### src/rtl/mec_pkg.sv
// Package for the escape-time counter: job type, engine states, defaults and
// the saturating fixed-point helpers. No dependencies.
`timescale 1ns / 1ps

package mec_pkg;

  localparam int ITERATION_LIMIT_DEF = 100;
  localparam int GROUP_LANES_DEF     = 8;
  localparam int QUEUE_DEPTH         = 2;
  localparam int FRAC_BITS           = 25;
  localparam int ITER_W              = 8;

  localparam logic signed [31:0] COLUMN_STEP_RESET = 32'sd209715;
  localparam logic signed [31:0] FIX_FOUR          = 32'sd134217728;
  localparam logic signed [39:0] S32_MAX           = 40'sd2147483647;
  localparam logic signed [39:0] S32_MIN           = -40'sd2147483648;

  // One point on its way from the front to the iteration engine.
  typedef struct packed {
    logic signed [31:0] cx;
    logic signed [31:0] cy;
  } job_t;

  typedef enum logic [1:0] {
    BK_IDLE,
    BK_UPDATE,
    BK_MULT
  } bk_state_t;

  function automatic logic signed [31:0] sat32(input logic signed [39:0] v);
    logic signed [31:0] r;
    if (v > S32_MAX) begin
      r = S32_MAX[31:0];
    end else if (v < S32_MIN) begin
      r = S32_MIN[31:0];
    end else begin
      r = v[31:0];
    end
    return r;
  endfunction

  function automatic logic signed [31:0] sat_add(input logic signed [31:0] a,
                                                 input logic signed [31:0] b);
    logic signed [39:0] s;
    s = 40'(a) + 40'(b);
    return sat32(s);
  endfunction

  function automatic logic signed [31:0] sat_sub(input logic signed [31:0] a,
                                                 input logic signed [31:0] b);
    logic signed [39:0] s;
    s = 40'(a) - 40'(b);
    return sat32(s);
  endfunction

  // The arithmetic shift floors, which matches rounding toward minus infinity.
  function automatic logic signed [31:0] fix_scale(input logic signed [63:0] p);
    logic signed [63:0] q;
    q = p >>> FRAC_BITS;
    return sat32(q[39:0]);
  endfunction

endpackage

### src/rtl/mec_queue.sv
// Short queue of jobs between the front and the iteration engine.
// Depends on mec_pkg.
`timescale 1ns / 1ps

module mec_queue (
  input  logic          clk,
  input  logic          rst,
  input  logic          wr_en,
  input  mec_pkg::job_t wr_data,
  output logic          q_full,
  input  logic          rd_en,
  output mec_pkg::job_t rd_data,
  output logic          q_empty
);

  localparam int Depth = mec_pkg::QUEUE_DEPTH;
  localparam int PtrW  = (Depth > 1) ? $clog2(Depth) : 1;
  localparam int CntW  = $clog2(Depth + 1);

  mec_pkg::job_t   slots [Depth];
  logic [PtrW-1:0] wr_ptr;
  logic [PtrW-1:0] rd_ptr;
  logic [CntW-1:0] count;
  logic            do_wr;
  logic            do_rd;

  assign q_full  = (count == CntW'(Depth));
  assign q_empty = (count == '0);
  assign do_wr   = wr_en && !q_full;
  assign do_rd   = rd_en && !q_empty;
  assign rd_data = slots[rd_ptr];

  always_ff @(posedge clk) begin
    if (rst) begin
      wr_ptr <= '0;
      rd_ptr <= '0;
      count  <= '0;
    end else begin
      if (do_wr) begin
        wr_ptr <= (wr_ptr == PtrW'(Depth - 1)) ? '0 : wr_ptr + 1'b1;
      end
      if (do_rd) begin
        rd_ptr <= (rd_ptr == PtrW'(Depth - 1)) ? '0 : rd_ptr + 1'b1;
      end
      if (do_wr && !do_rd) begin
        count <= count + 1'b1;
      end else if (do_rd && !do_wr) begin
        count <= count - 1'b1;
      end
    end
  end

  always_ff @(posedge clk) begin
    if (do_wr) begin
      slots[wr_ptr] <= wr_data;
    end
  end

endmodule

### config.mk
export PLATFORM = sky130hd
export DESIGN_NAME = mec_queue
export DESIGN_NICKNAME = d
export VERILOG_FILES = /design/src/rtl/mec_pkg.sv /design/src/rtl/mec_queue.sv
export SDC_FILE = /design/constraint.sdc
export NUM_CORES = 1
export LEC_CHECK = 0
export BUFFER_PORTS_ARGS = -buffer_cell sky130_fd_sc_hd__buf_2
export CORE_ASPECT_RATIO = 1.2
export CORE_UTILIZATION = 35
export CTS_CLUSTER_DIAMETER = 40
export DETAILED_ROUTE_END_ITERATION = 12
export HOLD_SLACK_MARGIN = 0.02
export PLACE_DENSITY_LB_ADDON = 0.15
export SYNTH_ARGS = -nofsm -noshare
export SYNTH_HDL_FRONTEND = slang
export SYNTH_SLANG_ARGS = --single-unit
### constraint.sdc
create_clock -name clk -period 7.4 [get_ports clk]
set_clock_uncertainty 0.05 [all_clocks]
set_input_delay 0.37 -clock clk [delete_from_list [all_inputs] [get_ports clk]]
set_output_delay 0.37 -clock clk [all_outputs]
set_load 0.01 [all_outputs]
; Yosys cells after proc, flatten, opt, wreduce, memory -nomap -nowiden
; Memories as Yosys holds them, arrays and structs flattened. A register that Yosys moved wholly into a read port is not among the register bits.
; Index checks and enable logic that the tools add are counted.
; W data, S select, Z words.
[totals]
input_bits = 68
mem_count = 1
register_bits = 4
mem_bits_rw = 128
word_cells = 27
output_inout_bits = 66
[op_classes]
eq_ne = 1
muxes = 8
reduce_logical = 10
add_sub_neg = 4
[memory_table]
columns = memory, depth, word_bits, rd, rd_ports_with_merged_regs, wr, line
row1 = slots, 2, 64, 1, 1, 1, mec_queue.sv:20  ; mec_pkg::job_t slots [Depth];
[op_table]
columns = operator, count
row1 = $mux W1, 6
row2 = $logic_and A1 B1 Y1, 4
row3 = $logic_not A1 Y1, 4
row4 = $mux W2, 2
row5 = $add A1 B1 Y1 const B, 2
row6 = $add A2 B1 Y2 const B, 1
row7 = $eq A2 B2 Y1 const B, 1
row8 = $logic_not A2 Y1, 1
row9 = $reduce_bool A2 Y1, 1
row10 = $sub A2 B1 Y2 const B, 1

; Depth between registers and ports, before layout
[depth]
ltp_word = 7
mapped_depth = 6

; Worst setup path before layout
; No wires, ideal clock.
[synth_path]
kind = register -> register
from = reg count[1]
to = mem slots[1][0] in the netlist's numbering (enable)
period_less_slack_ns = 2.624
setup_slack_ns = 4.776
arrival_time_ns = 2.145
n_path_buf = 0
required_time_ns = 6.921
stages_incl_launch_ff = 4
cell_sequence = dfxtp_1 > nor2b_2 > nor2_1 > and2_1
[synth_between]
elab_chain_len = 5
[synth_lines]
columns = item, line
row1 = start: declaration, mec_queue.sv:23  ; logic [CntW-1:0] count;
row2 = start signal: assignment, mec_queue.sv:46  ; count <= count + 1'b1;
row3 = start signal: assignment, mec_queue.sv:48  ; count <= count - 1'b1;
row4 = $eq A2 B2 Y1, mec_queue.sv:27  ; assign q_full = (count == CntW'(Depth));
row5 = named net q_full, mec_queue.sv:10  ; output logic q_full,
row6 = $logic_not A1 Y1, mec_queue.sv:29  ; assign do_wr = wr_en && !q_full;
row7 = $logic_and A1 B1 Y1, mec_queue.sv:29
row8 = named net do_wr, mec_queue.sv:24  ; logic do_wr;
row9 = $mux W1, mec_queue.sv:54  ; if (do_wr) begin
row10 = $mux W1 (implied by the code), mec_queue.sv:55  ; slots[wr_ptr] <= wr_data;
row11 = end: declaration, mec_queue.sv:20
; The timed path passes the listed nets, and every way through them passes these cells.

==> results.txt <==
CTS H-tree depth -> 4
Commonest cells after routing, fill and taps aside -> buf_2, edfxtp_1, mux2_2
Top Ports -> 134
Switching part of the total -> 26.07%
Die Y -> 130.7 um
CP Capture Type -> output pin
F_max -> 0.4243 GHz
Vias/cell -> 4.534
Fin nets -> 439
Share of cells above drive strength 1 -> 60.10%
Later-pin clock latency in the skew report -> 0.40 ns
DP Worst Slack -> 4.962 ns
Worst Hold Class -> in2reg
Cts hold-fix bufs -> 0
Row Count -> 46
Fin Setup TNS -> 0 ns
Peak VDD IR -> 212.0 uV
Post-route ant nets -> 0
Met3 Use GR -> 4.712%
First-pass DRT Iterations -> 4
Die area -> 0.01428 mm^2
Status -> completed
Routability congestion estimate -> 0.6654
Hold Crit Endpoint -> slots[1][63]
Worst setup SP type -> register
DR iter-0 viols -> 47
Post-DP Area -> 0.005672 mm^2
Final hold violations -> 0
Yosys reg bits -> 133
Synth cell types -> 14
RSZ-0062 raised after global routing -> false
Initial Utilization -> 36.19%
Clock share of power -> 34.7%
Clk root buf -> clkbuf_16
Pwr/cell area -> 361.3 mW/mm^2
CTS Buf Count -> 17
Clock sink total -> 133
Switching power -> 585.4 uW
Class of the most critical setup path -> reg2out
CP Max Fanout -> 64
Remaining Overflow, GRT -> 0
Setup violators final -> 0
Hold Crit Start -> wr_data[63]
# port buffers -> 133
Int Pwr -> 1660 uW
Core Area -> 0.01335 mm^2
Logic pwr share -> 19.8%
M1 GR Usage -> 13.79%
Worst R2R Path Depth -> 4
Via count -> 2489
Yosys warns -> 0
FF-to-FF Start -> count[0]
Worst path required time -> 6.98 ns
Design area -> 0.006216 mm^2
DR WL/cell -> 16.05 um
Commonest non-fill, non-tap cell in the layout -> buf_2
Layout overhead on the synthesized area -> 28.64%
Longest Clk Path Bufs -> 2
Diode count -> 0
Syn Inst Count -> 224
Largest net degree at the start of global routing -> 65
Vias in the first global route -> 2639
Post-CTS Resized -> 0
Hpwl dp -> 5378 um
Final worst-path cycle share -> 31.85%
WL final -> 8810 um
Post-CTS Setup Bufs -> 0
Clk slew on worst S/H paths -> 0.05 ns
Setup ws final -> 5.043 ns
CTS tree -> done
Fill count -> 1218
Min Tclk post-route -> 2.357 ns
GR Util met2 -> 22.57%
Leak -> 0.002321 uW
Syn_area_per_cell -> 21.57 um^2
Largest area contributor in the netlist -> edfxtp_1
Dominant cells by area after synthesis -> edfxtp_1, mux2_2, dfxtp_1
Synthesized area -> 0.004832 mm^2
Hold path cells -> 1
Pins Over Slew Limit -> 0
Die Wd -> 109.3 um
Gr busiest metal -> met2
Initial antenna violation count -> 1
Max-cap violations -> 0
DRC -> 0
Relative slew slack -> 37.94%
Total global-route track usage -> 13.04%
Synth top area share -> 79.54%
Flop-to-flop setup slack -> 5.07 ns
Syn_nets -> 293
First-pass GRT wire length -> 13200 um
CP arrival -> 1.94 ns
R2r endpoint -> slots[0][38]
Slew at the pin with the worst max-slew slack -> 0.9309 ns
Post-synthesis sequential area ratio -> 81.62%
Seq pwr share -> 45.6%
[state kept, by name (all words and copies together) (netlist names), named ones only]
name    cells
count       2
slots     128
rd_ptr      1
wr_ptr      1
[critical path, stage by stage (launching register included)]
cell     delay, ns
dfxtp_4       0.94
mux2_2        0.43
buf_2         0.14
[power groups by stage]
stage / logic (uW) / registers [uW] / clock network (uW)
after floorplan: 330 / 985 / 0
final: 444 / 1020 / 779
after global placement: 454 / 1040 / 0
after global routing: 489 / 1040 / 826
after detailed placement: 455 / 1040 / 0
after CTS: 458 / 1030 / 798
[per-stage QoR]
stage	util [%]	std cells	hold WS, ns	total power, uW
after CTS	46.55	549	0.08100	2287
after global placement	42.48	519	0.4243	1494
after global routing	46.55	549	0.08202	2356
final	46.55	549	0.1021	2246
after detailed placement	42.48	519	0.4379	1500
after floorplan	-	224	0.3891	1314
[logic make-up (layout without fill, tap and decap cells)]
kind of cell / count (synthesis) / after routing / share of synthesized area [%]
flip-flops: 133 / 133 / 81.62
AO/OA/AOI/OAI: 5 / 5 / 0.5178
buffers and inverters: 9 / 166 / 1.191
XOR/XNOR: 3 / 3 / 0.5439
multiplexers: 64 / 64 / 14.91
adder cells (fa/ha/maj): 1 / 1 / 0.2589
AND/OR/NAND/NOR: 9 / 9 / 0.9582
[how the worst max path moves through the flow]
stage	to	cells past startpoint
after CTS	rd_data[26]	2
after global placement	slots[0][44]	5
after global routing	slots[0][23]	4
final	rd_data[26]	2
after detailed placement	slots[0][45]	5
after floorplan	slots[1][0]	3
[cells in the mapped netlist, drive strengths merged]
cell	n
edfxtp	128
mux2	64
buf	7
dfxtp	5
nor2	5
o21ai	3
xor2	3
a21oi	2
inv	2
or3	2
and2	1
ha	1
nor2b	1
[cell type report]
type | count | area, um^2 | area share [%]
timing repair buffer | 134 | 673.1 | 10.83
sequential | 133 | 3948 | 63.51
inverter | 2 | 7.507 | 0.1208
tap | 168 | 210.2 | 3.382
multi-input combinational | 82 | 833.3 | 13.41
clock inverter | 12 | 115.1 | 1.852
clock buffer | 18 | 429.2 | 6.904
[layer usage]
layer / share of wire [%] / up-vias
met1: 37 / 1226
met2: 55 / 70
met3: 5.8 / 16
li1: - / 1175
met4: 2.0 / 2
met5: 0.11 / -
(Power assumes the default switching activity.)
