--- config.mk ---
export PLATFORM = sky130hd
export DESIGN_NAME = mec_front
export DESIGN_NICKNAME = d
export VERILOG_FILES = /design/src/rtl/mec_pkg.sv /design/src/rtl/mec_front.sv
export SDC_FILE = /design/constraint.sdc
export NUM_CORES = 1
export LEC_CHECK = 0
export ABC_AREA = 1
export ABC_CLOCK_PERIOD_IN_PS = 8050
export BUFFER_PORTS_ARGS = -buffer_cell sky130_fd_sc_hd__clkbuf_2
export CORE_MARGIN = 3
export CORE_UTILIZATION = 30
export DETAILED_ROUTE_END_ITERATION = 7
export RECOVER_POWER = 50
export REMOVE_ABC_BUFFERS = 1
export SLEW_MARGIN = 25
export SYNTH_ARGS = -nofsm -noshare
export SYNTH_HDL_FRONTEND = slang
export SYNTH_SLANG_ARGS = --single-unit
--- constraint.sdc ---
create_clock -name clk -period 8.05 [get_ports clk]
set_input_delay 0.805 -clock clk [delete_from_list [all_inputs] [get_ports clk]]
set_output_delay 0.805 -clock clk [all_outputs]
set_load 0.02 [all_outputs]
--- src/rtl/mec_pkg.sv ---
// Package for the escape-time counter: job type, engine states, defaults and
// the saturating fixed-point helpers. No dependencies.
`timescale 1ns / 1ps

package mec_pkg;

  localparam int ITERATION_LIMIT_DEF = 100;
  localparam int GROUP_LANES_DEF     = 8;
  localparam int QUEUE_DEPTH         = 2;
  localparam int FRAC_BITS           = 25;
  localparam int ITER_W              = 8;

  localparam logic signed [31:0] COLUMN_STEP_RESET = 32'sd209715;
  localparam logic signed [31:0] FIX_FOUR          = 32'sd134217728;
  localparam logic signed [39:0] S32_MAX           = 40'sd2147483647;
  localparam logic signed [39:0] S32_MIN           = -40'sd2147483648;

  // One point on its way from the front to the iteration engine.
  typedef struct packed {
    logic signed [31:0] cx;
    logic signed [31:0] cy;
  } job_t;

  typedef enum logic [1:0] {
    BK_IDLE,
    BK_UPDATE,
    BK_MULT
  } bk_state_t;

  function automatic logic signed [31:0] sat32(input logic signed [39:0] v);
    logic signed [31:0] r;
    if (v > S32_MAX) begin
      r = S32_MAX[31:0];
    end else if (v < S32_MIN) begin
      r = S32_MIN[31:0];
    end else begin
      r = v[31:0];
    end
    return r;
  endfunction

  function automatic logic signed [31:0] sat_add(input logic signed [31:0] a,
                                                 input logic signed [31:0] b);
    logic signed [39:0] s;
    s = 40'(a) + 40'(b);
    return sat32(s);
  endfunction

  function automatic logic signed [31:0] sat_sub(input logic signed [31:0] a,
                                                 input logic signed [31:0] b);
    logic signed [39:0] s;
    s = 40'(a) - 40'(b);
    return sat32(s);
  endfunction

  // The arithmetic shift floors, which matches rounding toward minus infinity.
  function automatic logic signed [31:0] fix_scale(input logic signed [63:0] p);
    logic signed [63:0] q;
    q = p >>> FRAC_BITS;
    return sat32(q[39:0]);
  endfunction

endpackage

--- src/rtl/mec_front.sv ---
// Front of the escape-time counter: takes points, holds the column step and
// forms the real coordinate. Depends on mec_pkg.
`timescale 1ns / 1ps

module mec_front #(
  parameter int GROUP_LANES = mec_pkg::GROUP_LANES_DEF
) (
  input  logic               clk,
  input  logic               rst,
  input  logic               push,
  output logic               full,
  input  logic signed [31:0] real_start,
  input  logic [2:0]         lane_index,
  input  logic signed [31:0] imag_coord,
  input  logic               cfg_valid,
  output logic               cfg_ready,
  input  logic signed [31:0] column_step,
  output logic               q_push,
  output mec_pkg::job_t      q_data,
  input  logic               q_full
);

  localparam int LaneMax = (GROUP_LANES > 8) ? 7 : GROUP_LANES - 1;

  logic signed [31:0] step;
  logic               stage_valid;
  logic signed [31:0] stage_start;
  logic [2:0]         stage_lane;
  logic signed [31:0] stage_cy;
  logic [2:0]         lane_clamped;
  logic signed [35:0] offset_full;
  logic signed [31:0] offset;

  assign cfg_ready = 1'b1;
  assign full      = stage_valid && q_full;
  assign q_push    = stage_valid && !q_full;

  always_ff @(posedge clk) begin
    if (rst) begin
      step <= mec_pkg::COLUMN_STEP_RESET;
    end else if (cfg_valid && cfg_ready) begin
      step <= column_step;
    end
  end

  always_ff @(posedge clk) begin
    if (rst) begin
      stage_valid <= 1'b0;
    end else if (push && !full) begin
      stage_valid <= 1'b1;
    end else if (q_push) begin
      stage_valid <= 1'b0;
    end
  end

  always_ff @(posedge clk) begin
    if (push && !full) begin
      stage_start <= real_start;
      stage_lane  <= lane_index;
      stage_cy    <= imag_coord;
    end
  end

  // Lanes beyond the group are clamped to its last lane.
  always_comb begin
    lane_clamped = (stage_lane > 3'(LaneMax)) ? 3'(LaneMax) : stage_lane;
    offset_full  = 36'(signed'({1'b0, lane_clamped})) * 36'(step);
    offset       = mec_pkg::sat32(40'(offset_full));
    q_data.cx    = mec_pkg::sat_add(stage_start, offset);
    q_data.cy    = stage_cy;
  end

endmodule

After elaboration in Yosys (flattened, before gate mapping) --
Cells that the tools add are included.
Storage, ports and cells: bits of input ports 104, word-level logic and storage cells 25, register bits 100
Operators by class: mux-type cells 7, magnitude comparators 5, multiply operators 1, add/sub/neg operators 1, reductions and logical operators 6
Operators by type and width (count):
- $mux 32 | 4
- $gt 36x32->1 const B | 1
- $lt 36x32->1 const B | 1
- $mul 4x32->36 | 1
- $add 32x32->33 | 1
- $gt 33x32->1 const B | 1
- $lt 33x32->1 const B | 1
- $gt 3x3->1 const B | 1
- $logic_and 1x1->1 | 3
- $mux 3 | 1
- $logic_not 1->1 | 2
- $mux 1 | 2
- $reduce_bool 2->1 | 1

Depth between registers and ports, before layout --
depth after elaboration 10, depth in mapped cells 41, gate-level depth less buffers 39

Least setup slack after synthesis --
No wires, ideal clock.
path kind register -> output, start register stage_lane[1], end output port q_data[33] (netlist bit), data required time 7.245 ns, arrival time 5.164 ns, stages on the path, launching flop included 38, setup slack 2.081 ns, buffers on the path 3, cell sequence edfxtp_1 > clkbuf_1 > nand2_1 > inv_1 > ha_1 > inv_1 > fa_1 > fa_1 > inv_1 > nand2_1 > nand2_1 > nand3_1 > nand2_1 > nand2_1 > nand2_1 > nand2_1 > nand3_1 > nand2_1 > [2 not listed] > nand2_2 > buf_6 > nand2_1 > ha_1 > fa_1 > nand3_1 > nand2_2 > nand2_1 > nand2_2 > nand2_1 > nand2_2 > nand3b_1 > nand2_2 > xor2_2 > inv_1 > nand2_2 > buf_6 > nand2_1
RTL lines:
- start: declaration | line mec_front.sv:28 | logic [2:0] stage_lane;
- start signal: assignment | line mec_front.sv:59 | stage_lane <= lane_index;
- end: declaration | line mec_front.sv:19 | output mec_pkg::job_t q_data,

==> impl_summary.md <==
Run status
The flow ran to the end, but the final reports show violations. The checks that failed: max-capacitance violations, max-slew violations.

Clock network
The CTS tree is yes. In this run the number of H-tree levels came out at 3. The number of sinks driven by the clock tree is 100. The CTS clock-pin slew for the worst setup and hold paths is approximately 0.080 ns. In this run the deepest clock path goes through 2 buffers. The clock insertion delay at the later pin of the skew report is 0.37 ns. The clock buffer count from CTS is 9. The clock root buffer is clkbuf_16.

Hold repair after CTS inserted 0 buffers.

Drt
Using the TritonRoute via totals, the vias-per-cell ratio works out to 4.38. After the first detailed-routing iteration, the DRC count stood at 501. Summed over all layers, the routed wires come to around 26 mm. The count of nets left with antenna violations once routing finished came out at 0. The first detailed-routing pass took 5 iterations. In the final routed layout, each cell accounts on average for between 10 and 15 um. For this run, design rule violations remaining after detail routing come to 0. The routed layout has 9,037 vias.

Critical path
The worst setup path is launched from a register. The worst-case register-to-register setup slack is approximately 4.6 ns. The most frequent cell on the critical path is nand2_1. In this design, the stage delay of the slowest critical-path cell is around 0.49 ns. The critical path in this run is classified as register to output port.

The cell depth of the worst flop-to-flop path is 4. The maximum fanout count along the critical path is 32. The end of the worst register-to-register path is stage_start[31]. The data arrival at the endpoint of the critical path is 6.46 ns.

The critical path data required time is between 7 and 8 ns. The worst register-to-register path begins at stage_valid. The critical path endpoint category is an output port.

The slowest stage of the critical path is the fa_1 cell.

Logic synthesis
In this run, synthesis inferred 67 flip-flops with an integrated enable. For this run, the register share of the synthesized area comes to 0.268. The count of state elements after synthesis is 100. The share of flip-flops with an asynchronous set or reset after synthesis is 0. After synthesis, the most frequently instantiated cells are nand2_1 (502), inv_1 (289), nor2_1 (121). The total standard cell area after synthesis is 0.00999 mm2. The number of standard cells after synthesis is 1,459.

In the synthesized netlist the dominant register cell turns out to be edfxtp_1. By area the synthesized netlist is led by edfxtp_1 (20%), nand2_1 (19%), ha_1 (13%). The total of warnings raised by yosys is 0.

The mean post-synth cell area is between 6 and 7 um2. nand2_1 is the most common cell in the netlist. Counting distinct cell types in the post-synthesis netlist gives 38.

The area share of the largest cell type after synthesis is 0.201. The synthesized design spends more area on one cell type than any other, namely edfxtp_1.

Floorplan
The die is 188 um wide. For this design the top-level I/O count stands at 171. The row count is 66. The die is around 190 um tall.

The floorplan step defined a die boundary enclosing 0.0355 mm2. The starting density of the core is 0.305. The core area is 0.0327 mm2.

Power
Of the total power, registers draw 0.220. Power spread over the standard cell area amounts to 239 mW/mm2. The maximum VDD drop is about 0.15 mV. The portion of total power attributed to combinational logic is 0.619. Cell internal power was estimated by the tool at 1.36 mW. The share of power burned in the clock network is 0.161. Summed over all nets, the switching power comes to 1.39 mW. Of the total power, the share spent switching nets is 0.506. Summed over all cells, the static leakage comes to 6.54 nW.

Final layout
Of the cells placed in the final design, the portion with a size suffix greater than 1 is 0.110. The count of inserted antenna diode cells is 0. The area growth from synthesis to layout is 14.9%. The count of fill cells added during filler insertion is 3,600. After the last flow step, the layout net total stands at 1,852.

Timing
The count of endpoints failing setup in the final report is 0. The transition time of the tightest slew-check pin is 2.57 ns. Setup repair after global routing left no endpoint under its margin.

The clock arrives with 0.00579 ns of skew. In the finished design, the share of the clock period the worst path needs comes to 0.903. The worst-case setup margin in the final layout is 0.783 ns. In the final timing run, aggregate negative setup slack is 0 ns. Based on the critical path, the design can be clocked at up to 0.138 GHz. The minimum clock period is 7.27 ns. Measured against its own limit, the worst slew margin works out to -0.719. The max-slew violation count was 27. The number of hold violations in the final report came to 0.

Hold path
The tightest min-delay check is of the register to register type. For hold timing, the worst endpoint is stage_valid. The worst hold path was traced through 2 stages. The startpoint of the worst hold path is stage_valid.

Place
The HPWL after detailed placement is between 20 and 25 mm. The port buffer count is 169. Routability-driven placement finished with a final weighted congestion of about 0.85. Before CTS, the worst setup slack after placement is about 0.68 ns.

Global routing
The first global-routing pass estimated between 40 and 50 mm of wire. Entering global routing, the biggest net connects 43 pins. The all-layer global routing usage is 0.149. Summed over all layers, the global routing overflow is 0. The initial antenna violation count is 0. The via count of the first global-routing pass is 8,925.

Flow run
The reported max-cap violation count is 1.
## logic make-up after synthesis
family          share of synthesized area
xor+xnor                           0.0453
flops                               0.268
buf+inv                             0.130
compound gates                     0.0763
fa+ha+maj                           0.193
simple gates                        0.288
other cells                      0.000375
## power by group through the flow
stage / logic [mW] / clock network, mW / registers (mW)
floorplan: 1.20 / 0 / 0.627
global placement: 1.68 / 0 / 0.616
detailed placement: 1.70 / 0 / 0.616
CTS: 1.71 / 0.461 / 0.605
global route: 1.92 / 0.477 / 0.608
finish: 1.70 / 0.443 / 0.603
## repair_timing
item,CTS,global route
endpoints found under the setup margin,0,31
resized for setup,0,2
buffers inserted,0,2
## flip-flops by register name, indices dropped and copies added, names as in the netlist
register / cells
step: 32
stage_lane: 3
stage_cy: 32
stage_start: 32
stage_valid: 1
## critical path, delay by kind of cell (launching register included)
kind | cells | cell delay, ns
simple gates | 20 | 2.80
fa+ha+maj | 5 | 1.84
flops | 1 | 0.34
buf+inv | 7 | 0.83
xor+xnor | 1 | 0.22
## per-stage QoR
stage                     instances   util  hold WS, ns  total power [mW]  instance area, um2
after floorplan                1428      -        0.448              1.82                9780
after global placement         2043  0.343        0.458              2.30               11200
after detailed placement       2043  0.343        0.478              2.31               11200
after CTS                      2059  0.352        0.492              2.77               11500
after global routing           2061  0.351        0.527              3.00               11500
final                          2061  0.351        0.485              2.74               11500
## cells in the final DEF, fill, tap and decap left out, types with 3 or more instances in the layout
cell / n
inv_1: 288
o21ai_0: 46
nand4_1: 8
nand2_1: 502
edfxtp_1: 67
clkbuf_1: 39
nand3b_1: 3
clkbuf_2: 130
o21bai_1: 6
xnor2_1: 11
xor2_1: 37
clkbuf_16: 9
dfxtp_1: 33
ha_1: 101
nor2_2: 5
nor2_1: 121
nand2_2: 12
a21oi_1: 66
nor3_1: 12
buf_4: 6
fa_1: 33
a21o_1: 9
a31oi_1: 5
nand3_1: 38
## routing by layer
metal / wire length, um / global-route usage
met2: 12200 / 0.254
met1: 12600 / 0.196
met4: 429 / 0.0433
met5: 0 / 0
met3: 965 / 0.0216
## worst max-delay path by stage
| stage | startpoint | end | slack (ns) |
|---|---|---|---|
| floorplan | stage_lane[1] | q_data[32] | 1.66 |
| global placement | stage_lane[1] | q_data[41] | 0.87 |
| detailed placement | stage_lane[1] | q_data[37] | 0.68 |
| CTS | stage_lane[1] | q_data[37] | 0.25 |
| global route | stage_lane[2] | q_data[44] | 0.11 |
| finish | stage_lane[2] | q_data[32] | 0.78 |
## cell type report
cell class,count,area [um2],share of cell area
Inverter,290,1090,0.0948
Tap cell,442,553,0.0482
Multi-Input combinational cell,1038,6030,0.525
Sequential cell,100,2670,0.233
Timing Repair Buffer,175,842,0.0734
Clock inverter,7,68.8,0.00600
Clock buffer,9,225,0.0196
(Power assumes the default switching activity.)
